## src/rtl/fbpct_pkg.sv

```systemverilog
// Package for the five-bit to prefix-code transcoder: tables, microcode and decode helper.
package fbpct_pkg;

    // Alphabet; the index of a character is its five-bit symbol.
    localparam logic [7:0] ALPHABET [32] = '{
        8'h41, 8'h42, 8'h43, 8'h44, 8'h45, 8'h46, 8'h47, 8'h48,
        8'h49, 8'h4A, 8'h4B, 8'h4C, 8'h4D, 8'h4E, 8'h4F, 8'h50,
        8'h51, 8'h52, 8'h53, 8'h54, 8'h55, 8'h56, 8'h57, 8'h58,
        8'h59, 8'h5A, 8'h20, 8'h2E, 8'h2C, 8'h2D, 8'h27, 8'h3F
    };

    // Prefix code per symbol: length in bits and value, MSB first.
    localparam logic [3:0] CW_LEN [32] = '{
        4'd6, 4'd8, 4'd4, 4'd4, 4'd3, 4'd5, 4'd8, 4'd6,
        4'd4, 4'd8, 4'd4, 4'd5, 4'd8, 4'd8, 4'd5, 4'd3,
        4'd8, 4'd4, 4'd5, 4'd5, 4'd8, 4'd8, 4'd6, 4'd8,
        4'd8, 4'd8, 4'd3, 4'd6, 4'd6, 4'd8, 4'd6, 4'd6
    };
    localparam logic [7:0] CW_VAL [32] = '{
        8'h25, 8'h9A, 8'h05, 8'h01, 8'h06, 8'h09, 8'h9B, 8'h10,
        8'h07, 8'h98, 8'h06, 8'h04, 8'h99, 8'h9E, 8'h05, 8'h07,
        8'h9F, 8'h08, 8'h06, 8'h07, 8'h9C, 8'h9D, 8'h02, 8'h92,
        8'h93, 8'h90, 8'h05, 8'h11, 8'h03, 8'h91, 8'h00, 8'h01
    };

    localparam int BUF_W = 12;
    localparam int MIN_CW = 3;
    localparam int MAX_CW = 8;

    typedef logic [1:0] t_upc;
    localparam t_upc UPC_FETCH  = 2'd0;
    localparam t_upc UPC_DECODE = 2'd1;
    localparam t_upc UPC_EOL    = 2'd2;

    // What a step waits for before it executes.
    typedef enum logic [1:0] {
        GATE_IN,          // input transfer
        GATE_OUT_IF_HIT,  // output slot, only when a codeword is ready
        GATE_OUT          // output slot
    } t_gate;

    typedef enum logic [1:0] {
        DP_APPEND,
        DP_EMIT_SYM,
        DP_EMIT_EOL
    } t_dp_op;

    typedef enum logic [1:0] {
        COND_EOL,
        COND_MORE,
        COND_ALWAYS
    } t_cond;

    typedef struct packed {
        t_gate  gate;
        t_dp_op op;
        t_cond  cond;
        t_upc   tgt_t;
        t_upc   tgt_f;
    } t_uword;

    typedef struct packed {
        logic       hit;
        logic [4:0] sym;
        logic [3:0] len;
    } t_dec;

    typedef struct packed {
        logic       hit;
        logic [4:0] idx;
    } t_sym;

    function automatic t_uword ucode_rom(input t_upc pc);
        t_uword w;
        unique case (pc)
            UPC_FETCH:  w = '{GATE_IN,         DP_APPEND,   COND_EOL,    UPC_EOL,    UPC_DECODE};
            UPC_DECODE: w = '{GATE_OUT_IF_HIT, DP_EMIT_SYM, COND_MORE,   UPC_DECODE, UPC_FETCH};
            UPC_EOL:    w = '{GATE_OUT,        DP_EMIT_EOL, COND_ALWAYS, UPC_FETCH,  UPC_FETCH};
            default:    w = '{GATE_OUT,        DP_EMIT_EOL, COND_ALWAYS, UPC_FETCH,  UPC_FETCH};
        endcase
        return w;
    endfunction

    function automatic t_sym sym_index(input logic [7:0] ch);
        t_sym s;
        s = '0;
        for (int k = 0; k < 32; k++) begin
            if (ALPHABET[k] == ch) begin
                s.hit = 1'b1;
                s.idx = 5'(k);
            end
        end
        return s;
    endfunction

    // Oldest complete codeword at the head of the buffer, shortest length first.
    function automatic t_dec decode_head(input logic [BUF_W-1:0] buf_v,
                                         input logic [3:0] cnt_v);
        t_dec d;
        logic [BUF_W-1:0] head;
        logic [3:0] sh;
        d = '0;
        for (int len = MIN_CW; len <= MAX_CW; len++) begin
            if (!d.hit && cnt_v >= 4'(len)) begin
                sh = cnt_v - 4'(len);
                head = (buf_v >> sh) & ((BUF_W'(1) << len) - BUF_W'(1));
                for (int k = 0; k < 32; k++) begin
                    if (CW_LEN[k] == 4'(len) && BUF_W'(CW_VAL[k]) == head) begin
                        d.hit = 1'b1;
                        d.sym = 5'(k);
                        d.len = 4'(len);
                    end
                end
            end
        end
        return d;
    endfunction

endpackage

```

## src/rtl/five_bit_to_prefix_code_transcoder_core.sv

```systemverilog
// Five-bit to prefix-code transcoder core: microcoded sequencer and bit-buffer datapath.
//
// Each input transfer carries one ASCII character (tdata) or an end-of-line mark
// (tlast). An alphabet character (A-Z, space . , - ' ?) appends its 5-bit index to
// a 12-bit buffer; other characters are dropped. The buffer is then drained of
// complete prefix codewords (3..8 bits), one decoded letter per output transfer,
// at most four per character; tlast flags the final letter of that character.
// End of line drops leftover bits and gives one line-break transfer (tuser[1]).
// Timing: a three-step microprogram. Fetch takes one input transfer, then the
// decode step runs once per letter (waiting while the output is stalled), or
// once when the character completes no codeword. tready is high only in fetch,
// so a new character is not taken until the last one is drained. The decode
// and end-of-line steps load the single output register.
module five_bit_to_prefix_code_transcoder_core (
    input  logic       i_clk,
    input  logic       i_rst_n,
    input  logic       i_s_tvalid,
    output logic       o_s_tready,
    input  logic [7:0] i_s_tdata,   // [7:0] char_code
    input  logic       i_s_tlast,   // end_of_line
    output logic       o_m_tvalid,
    input  logic       i_m_tready,
    output logic [7:0] o_m_tdata,   // [7:0] letter
    output logic [1:0] o_m_tuser,   // [0] letter_valid, [1] line_break
    output logic       o_m_tlast    // last result of this input transfer
);
    import fbpct_pkg::*;

    t_upc             r_upc;
    logic [BUF_W-1:0] r_buf;
    logic [3:0]       r_cnt;
    logic [1:0]       r_n;       // letters already sent for this character
    logic             r_m_tvalid;
    logic [7:0]       r_m_tdata;
    logic [1:0]       r_m_tuser;
    logic             r_m_tlast;

    t_uword           uw;
    t_dec             cur_dec;
    t_dec             nxt_dec;
    t_sym             in_sym;
    logic [3:0]       rem_cnt;
    logic [BUF_W-1:0] rem_buf;
    logic             out_free;
    logic             gate_ok;
    logic             cond_ok;
    logic             more;
    logic             load_out;

    assign uw       = ucode_rom(r_upc);
    assign in_sym   = sym_index(i_s_tdata);
    assign cur_dec  = decode_head(r_buf, r_cnt);

    // Buffer after taking the head codeword; used to look ahead for tlast.
    assign rem_cnt  = r_cnt - cur_dec.len;
    assign rem_buf  = r_buf & ~({BUF_W{1'b1}} << rem_cnt);
    assign nxt_dec  = decode_head(rem_buf, rem_cnt);

    assign out_free = !r_m_tvalid || i_m_tready;
    assign more     = cur_dec.hit && nxt_dec.hit && (r_n != 2'd3);

    // Output register gets a new result this cycle.
    assign load_out = gate_ok && ((uw.op == DP_EMIT_EOL)
                                  || (uw.op == DP_EMIT_SYM && cur_dec.hit));

    always_comb begin
        unique case (uw.gate)
            GATE_IN:         gate_ok = i_s_tvalid;
            GATE_OUT_IF_HIT: gate_ok = !cur_dec.hit || out_free;
            GATE_OUT:        gate_ok = out_free;
            default:         gate_ok = 1'b0;
        endcase
    end

    always_comb begin
        unique case (uw.cond)
            COND_EOL:    cond_ok = i_s_tlast;
            COND_MORE:   cond_ok = more;
            COND_ALWAYS: cond_ok = 1'b1;
            default:     cond_ok = 1'b1;
        endcase
    end

    assign o_s_tready = (uw.gate == GATE_IN);

    always_ff @(posedge i_clk) begin
        if (!i_rst_n) begin
            r_upc      <= UPC_FETCH;
            r_buf      <= '0;
            r_cnt      <= '0;
            r_n        <= '0;
            r_m_tvalid <= 1'b0;
        end else begin
            if (r_m_tvalid && i_m_tready && !load_out) begin
                r_m_tvalid <= 1'b0;
            end
            if (gate_ok) begin
                r_upc <= cond_ok ? uw.tgt_t : uw.tgt_f;
                unique case (uw.op)
                    DP_APPEND: begin
                        r_n <= '0;
                        if (!i_s_tlast && in_sym.hit) begin
                            if (r_cnt > 4'd7) begin
                                r_buf <= {{(BUF_W-5){1'b0}}, in_sym.idx};
                                r_cnt <= 4'd5;
                            end else begin
                                r_buf <= {r_buf[BUF_W-6:0], in_sym.idx};
                                r_cnt <= r_cnt + 4'd5;
                            end
                        end
                    end
                    DP_EMIT_SYM: begin
                        if (cur_dec.hit) begin
                            r_m_tvalid <= 1'b1;
                            r_m_tdata  <= ALPHABET[cur_dec.sym];
                            r_m_tuser  <= 2'b01;
                            r_m_tlast  <= !more;
                            r_buf      <= rem_buf;
                            r_cnt      <= rem_cnt;
                            r_n        <= r_n + 2'd1;
                        end
                    end
                    DP_EMIT_EOL: begin
                        r_m_tvalid <= 1'b1;
                        r_m_tdata  <= '0;
                        r_m_tuser  <= 2'b10;
                        r_m_tlast  <= 1'b1;
                        r_buf      <= '0;
                        r_cnt      <= '0;
                    end
                    default: begin
                        r_buf <= r_buf;
                    end
                endcase
            end
        end
    end

    assign o_m_tvalid = r_m_tvalid;
    assign o_m_tdata  = r_m_tdata;
    assign o_m_tuser  = r_m_tuser;
    assign o_m_tlast  = r_m_tlast;

    // Buffer never overfills.
    a_cnt_bound: assert property (@(posedge i_clk) disable iff (!i_rst_n)
        r_cnt <= 4'd12)
        else $error("bit count above buffer size");

    // Waiting for a character means no complete codeword is left in the buffer.
    a_drained: assert property (@(posedge i_clk) disable iff (!i_rst_n)
        (r_upc == UPC_FETCH) |-> (!cur_dec.hit && r_cnt <= 4'd7))
        else $error("complete codeword left pending at fetch");

    // A line-break transfer carries no letter and closes its item.
    a_eol_form: assert property (@(posedge i_clk) disable iff (!i_rst_n)
        (r_m_tvalid && r_m_tuser[1]) |-> (r_m_tlast && r_m_tdata == 8'd0 && !r_m_tuser[0]))
        else $error("malformed line-break result");

    // Output register is only reloaded once its previous transfer is taken.
    a_no_overwrite: assert property (@(posedge i_clk) disable iff (!i_rst_n)
        (r_m_tvalid && !i_m_tready) |=> (r_m_tvalid && $stable(r_m_tdata)
                                          && $stable(r_m_tuser) && $stable(r_m_tlast)))
        else $error("pending result overwritten");

endmodule

```

## config.mk

```make
export PLATFORM = sky130hd
export DESIGN_NAME = five_bit_to_prefix_code_transcoder_core
export DESIGN_NICKNAME = d
export VERILOG_FILES = /design/src/rtl/fbpct_pkg.sv /design/src/rtl/five_bit_to_prefix_code_transcoder_core.sv
export SDC_FILE = /design/constraint.sdc
export NUM_CORES = 1
export LEC_CHECK = 0
export ABC_CLOCK_PERIOD_IN_PS = 15000
export BUFFER_PORTS_ARGS = -buffer_cell sky130_fd_sc_hd__buf_2
export CORE_ASPECT_RATIO = 0.5
export CORE_UTILIZATION = 40
export CTS_CLUSTER_SIZE = 40
export DETAILED_ROUTE_END_ITERATION = 12
export SETUP_SLACK_MARGIN = 0.2
export SLEW_MARGIN = 20
export SYNTH_ARGS = -nofsm -noshare
export SYNTH_HDL_FRONTEND = slang
export SYNTH_SLANG_ARGS = --single-unit
```

## constraint.sdc

```tcl
create_clock -name i_clk -period 15 [get_ports i_clk]
set_clock_uncertainty 0.1 [all_clocks]
set_input_delay 1.5 -clock i_clk [delete_from_list [all_inputs] [get_ports i_clk]]
set_output_delay 1.5 -clock i_clk [all_outputs]
set_load 0.01 [all_outputs]
```

---- After elaboration in Yosys (flattened, before gate mapping) ----
Memory sizes are Yosys's and may differ from the RTL's.
Cells that the tools add are included.
storage, ports and cells
  register bits ........................... 32
  ROM bits ................................ 256
  bits of input ports ..................... 13
  output and inout port bits .............. 13
  logic and storage cells ................. 326
  memories kept ........................... 1
memory list
  name              words  width  rd ports  clocked after Yosys merged registers in  wr ports  line                                            source
  (name not given)  32     8      1         0                                        0         five_bit_to_prefix_code_transcoder_core.sv:115  r_m_tdata <= ALPHABET[cur_dec.sym];
operators by class
  add/subtract/negate cells ............... 13
  magnitude comparators ................... 12
  eq/ne operators ......................... 103
  shift-type cells ........................ 11
  multiplexer cells ....................... 132
  bitwise gates (word level) .............. 3
  reductions and logical operators ........ 43
operators by type and width
  kind                 number
  $mux 10              74
  $eq 7x8->1 const A   26
  $eq 8x8->1 const A   24
  $mux 6               32
  $eq 6x8->1 const A   6
  $eq 3x5->1 const A   8
  $mux 12              3
  $pmux 12 s3          1
  $eq 2x6->1 const A   4
  $eq 3x4->1 const A   6
  $eq 5x6->1 const A   4
  $ge 4x3->1 const B   6
  $logic_not 12->1     2
  $mux 8               3
  $shr 12x4->3         2
  $shr 12x4->4         2
  $shr 12x4->5         2
  $shr 12x4->6         2
  $shr 12x4->8         2
  $sub 4x3->4 const B  6
  $pmux 10 s2          1
  $eq 3x3->1 const A   6
  $pmux 8 s2           1
  $logic_and 1x1->1    15
  35 further kinds     79

---- Depth between registers and ports, before layout ----
  depth in word-level cells ............... 88
  depth in mapped cells ................... 42
  depth with buffers taken out ............ 31

---- Worst setup path after synthesis ----
Ideal clock, no wire load.
  path kind ............................... register to register
  start point ............................. register r_cnt[0]
  end point ............................... register r_m_tlast (netlist: o_m_tlast) (data pin)
  library setup time ...................... 261 ps
  arrival time ............................ 7,805 ps
  required time ........................... 14,639 ps
  slack ................................... 6,834 ps
  stages on the path, launching flop included .. 42
  buffers on the path ..................... 11
  clock period less this slack ............ 8,166 ps
  cell sequence ........................... dfxtp_1 buf_6 buf_8 buf_6 inv_1 clkbuf_1 ha_1 buf_2 buf_2 buf_2 mux4_2 mux2_2 nand2_1 nand3_1 o21ai_1 a221o_1 buf_6 buf_2 (+6 left out) nand2b_1 xnor2_1 clkbuf_1 nor3_2 nor2_2 inv_2 clkbuf_1 ha_1 nor2b_1 nor2_1 a21oi_1 nand3_1 a2111oi_0 o32ai_1 a211o_1 a2111oi_1 or4_1 o21ai_1
on the way
  word-level cells in the longest chain between the ends .. 88
  elaborated cells on any way between the ends .. 193
  those cells by class .................... add/sub: 11; order compare: 10; eq/ne: 62; shift: 11; mux: 76; bitwise: 2; reduce/logical: 21
RTL lines
  element                             line                                            source
  start: declaration                  five_bit_to_prefix_code_transcoder_core.sv:31   logic [3:0] r_cnt;
  start signal: assignment            five_bit_to_prefix_code_transcoder_core.sv:108  r_cnt <= r_cnt + 4'd5;
  start signal: assignment            five_bit_to_prefix_code_transcoder_core.sv:119  r_cnt <= rem_cnt;
  $sub 4x2->4                         fbpct_pkg.sv:105                                sh = cnt_v - 4'(len);
  $shr 12x4->3                        fbpct_pkg.sv:106                                head = (buf_v >> sh) & ((BUF_W'(1) << len) - BUF_W'(1));
  $eq 3x3->1                          n/a
  $mux 10 (3 in a row)                fbpct_pkg.sv:108                                if (CW_LEN[k] == 4'(len) && BUF_W'(CW_VAL[k]) == head) begin
  $mux 10                             fbpct_pkg.sv:104                                if (!d.hit && cnt_v >= 4'(len)) begin
  $mux 10 (5 in a row)                fbpct_pkg.sv:108
  $mux 10                             fbpct_pkg.sv:104
  $mux 10 (5 in a row)                fbpct_pkg.sv:108
  (+44 left out)                      n/a
  $mux 10 (7 in a row)                fbpct_pkg.sv:108
  $mux 10                             fbpct_pkg.sv:104
  $mux 10 (12 in a row)               fbpct_pkg.sv:108
  $mux 10                             fbpct_pkg.sv:104
  $logic_and 1x1->1 (*) (2 in a row)  five_bit_to_prefix_code_transcoder_core.sv:60   assign more = cur_dec.hit && nxt_dec.hit && (r_n != 2'd3);
  $logic_not 1->1 (*)                 five_bit_to_prefix_code_transcoder_core.sv:117  r_m_tlast <= !more;
  $mux 1 (*)                          five_bit_to_prefix_code_transcoder_core.sv:113  if (cur_dec.hit) begin
  $pmux 1 s2 (*)                      five_bit_to_prefix_code_transcoder_core.sv:99   unique case (uw.op)
  end signal: assignment              five_bit_to_prefix_code_transcoder_core.sv:117
  end: declaration                    five_bit_to_prefix_code_transcoder_core.sv:36   logic r_m_tlast;
Every way passes the cells marked *; elsewhere a longest branch is shown, timed or not. The select of a mux whose other input is x is not followed.
A chain may end at the register's enable or synchronous reset.

---- Final worst setup path ----
Ends and elaborated chain as after synthesis.

==> flow_summary_export.csv <==
group,metric,value,unit
global_routing,overflow,0,
clock_tree,clkSinkCount,31,
pwr,swShare,50.4,%
run,maxCapViolCount,0,
floorplanning,die_area,17100,µm²
setup_path,slowest_stage,"ha_1",
floorplanning,rows,32,
final_layout,seqCellArea,723,µm²
pwr,p_seq_share,17.6,%
pwr,power.switching,0.000288,W
synth,async_flop_share,0,%
setup_path,cpPeakStageDelay,1110,ps
clock_tree,cts_resized,0,
synth,syn_inst,877,
setup_path,startpoint,"r_cnt[0]$_SDFFE_PN0P_",
timing,fin_ws,4310,ps
timing,hold_violations,0,
synth,synth-edff-count,10,
hold_path,hold_class,"flop to flop",
clock_tree,hold_buffers,0,
synth,synth.cell_area,6610,µm²
clock_tree,cts_setup_buffers,0,
clock_tree,htreeDepth,2,
timing,fmax,93.6,MHz
routing,via_count,7180,
timing,tightest_slew,1110,ps
hold_path,worstHoldStart,"r_n[1]$_SDFFE_PN0P_",
pwr,p_comb_share,62.6,%
timing,slew_headroom,25.2,%
global_routing,first_global_vias,6497,
clock_tree,clk_pin_slew,60,ps
timing,min_period_over_period,71.2,%
setup_path,path_max_fanout,52,
floorplanning,core,15800,µm²
placed_design,portBuffers,24,
routing,ant_nets,0,
timing,setup_total_negative_slack,0,ps
routing,wl,22.8,mm
synth,syn_nets,921,
setup_path,path_class,"flop to flop",
final_layout,fin_area,6910,µm²
pwr,p_clk_share,19.8,%
clock_tree,cts_buffer_depth,2,
setup_path,r2r-start,"r_cnt[0]$_SDFFE_PN0P_",
synth,ys_seq_area_share,10.9,%
synth,avgSynthCellArea,7.53,µm²
routing,via_per_inst,6.71,
global_routing,grt_pass1_wl,36.0,mm
placed_design,dp_hpwl,16.2,mm
final_layout,multi_input_area,5410,µm²
synth,yosys.area.top_type,"mux4_2",
global_routing,grt_max_degree,53,
timing,rsz0062_at_grt,"no",
synth,yosysTopAreaCellShare,9.20,%
timing,setup_viol,0,
routing,drt_pre_antenna_iters,5,
final_layout,mostFrequentLayoutCells,"91 x nand2_1, 76 x nor2_1, 45 x a21oi_1",
synth,synth_area_leaders,"mux4_2 9.2%, dfxtp_1 6.4%, ha_1 5.7%",
routing,route.detailed.drc,0,
synth,yosysWarnings,0,
final_layout,syn_to_final_growth,4.62,%
clock_tree,clk_latency,290,ps
timing,layout_min_cycle_time,10690,ps
synth,synth_flop_cell,"dfxtp_1",
synth,ys_seq_elements,31,
final_layout,drive_above_1_share,14.5,%
floorplanning,start_util,41.9,%
clock_tree,cts_root_buf,"clkbuf_16",
global_routing,grt.total_usage,26.7,%
clock_tree,cts_tree,"yes",
placed_design,placed_area,6750,µm²
pwr,peakVddDrop,0.0373,mV
pwr,p_int,0.000283,W
clock_tree,numCtsBuffers,5,
placed_design,gp_congestion,0.985,
setup_path,cp-start-kind,"flop",
routing,detail_route.wl_per_cell,21.3,µm
final_layout,diodes,0,
final_layout,nFillCells,1636,
setup_path,arrival,10620,ps
synth,synth_cell_types,93,
floorplanning,die_w,184,µm
floorplanning,die_h,92.9,µm
timing,report.final.slew_viol_count,0,
floorplanning,ios,26,
pwr,cellLeakagePower,2.51,nW
final_layout,final_common_cell,"nand2_1",
global_routing,antenna_found_initial,0,
setup_path,endpoint_kind,"flop",
pwr,powerDensity,82.6,nW/µm²
setup_path,required,14940,ps
routing,drtIter0Drc,733,
run_status,status,"finished clean",
final_layout,final_nets,892,
setup_path,cpMostUsedCell,"ha_1",
placed_design,dp_slack,4550,ps
pwr,power.total,0.000571,W
## power groups by stage
| stage | Clock (W) | Combinational, W | Sequential, W |
|---|---|---|---|
| final | 0.000113 | 0.000358 | 0.000101 |
| after global routing | 0.000118 | 0.000389 | 0.000101 |
| after CTS | 0.000114 | 0.000345 | 0.000100 |
| after detailed placement | 0 | 0.000343 | 0.000102 |
| after global placement | 0 | 0.000343 | 0.000102 |
| after floorplan | 0 | 0.000269 | 0.0000946 |
## flip-flops by register name, indices dropped and copies added (netlist names)
register,flops
r_buf,12
r_upc,2
r_n,2
o_m_tvalid,1
r_cnt,4
o_m_tdata,7
o_m_tuser,2
o_m_tlast,1
## layout make-up
type,count,share of cell area [%]
Timing Repair Buffer,37,3.15
Sequential cell,31,10.5
Inverter,33,1.79
Clock inverter,2,0.199
Tap cell,221,4.00
Clock buffer,6,2.17
Multi-Input combinational cell,740,78.2
## per-layer routing
| layer | wire (µm) | GRT usage (%) |
|---|---|---|
| met1 | 10200 | 38.1 |
| met2 | 9610 | 39.9 |
| met3 | 2420 | 5.51 |
| met4 | 583 | 8.26 |
| met5 | 0 | 0 |
## per-stage QoR
step                cells  utilization, %  hold WS [ps]
finish               1070            43.8           401
global route         1070            43.8           422
CTS                  1070            43.8           403
detailed placement   1062            42.8           391
global placement     1062            42.8           375
floorplan             877               -           359
## synth_stat cells, types with 6 or more instances
cell and count:
a31oi_1 21, nand4_1 22, nor3_1 18, xnor2_1 15
a21oi_1 45, ha_1 30, a21o_1 7, o21a_1 7
inv_1 30, o21ai_0 39, or3_1 6, o22ai_1 8
nor2_1 76, nor3b_1 8, mux4_2 27, a22oi_1 7
o21ai_2 6, o211a_1 6, nand2_1 91, a21boi_0 6
dfxtp_1 21, mux2_2 14, o31ai_1 7, edfxtp_1 10
a221oi_1 10, nor2b_1 24, clkbuf_1 47, or4_1 8
and2_1 14, a211oi_1 13, o211ai_1 13, mux2i_1 30
and3_1 14, nand3_1 25, buf_2 11, nand2b_1 9
## worst max-delay path: cells and delay by family (launching register included)
kind | cells | cell delay [ps]
compound gates | 9 | 2900
xor+xnor | 1 | 880
fa+ha+maj | 3 | 1580
buf+inv | 5 | 1570
flops | 1 | 310
mux | 3 | 720
simple gates | 11 | 2360
## path summary, 6_finish.rpt
check	slack [ps]	endpoint	depth (start not counted)
max reg2reg	4310	o_m_tlast$_DFFE_PP_	32
min reg2reg	400	r_n[1]$_SDFFE_PN0P_	2
max	4310	o_m_tlast$_DFFE_PP_	32
min	400	r_n[1]$_SDFFE_PN0P_	2
## logic make-up (layout without fill, tap and decap cells)
kind of cell | count (synthesis) | after routing | synth area share (%)
AO/OA/AOI/OAI | 269 | 269 | 29.2
multiplexers | 73 | 73 | 16.8
buffers and inverters | 106 | 78 | 7.25
flip-flops | 31 | 31 | 10.9
adder cells (fa/ha/maj) | 31 | 31 | 5.98
AND/OR/NAND/NOR | 346 | 346 | 26.9
XOR/XNOR | 20 | 20 | 2.97
other | 1 | 1 | 0.0568
(Power assumes the default switching activity.)
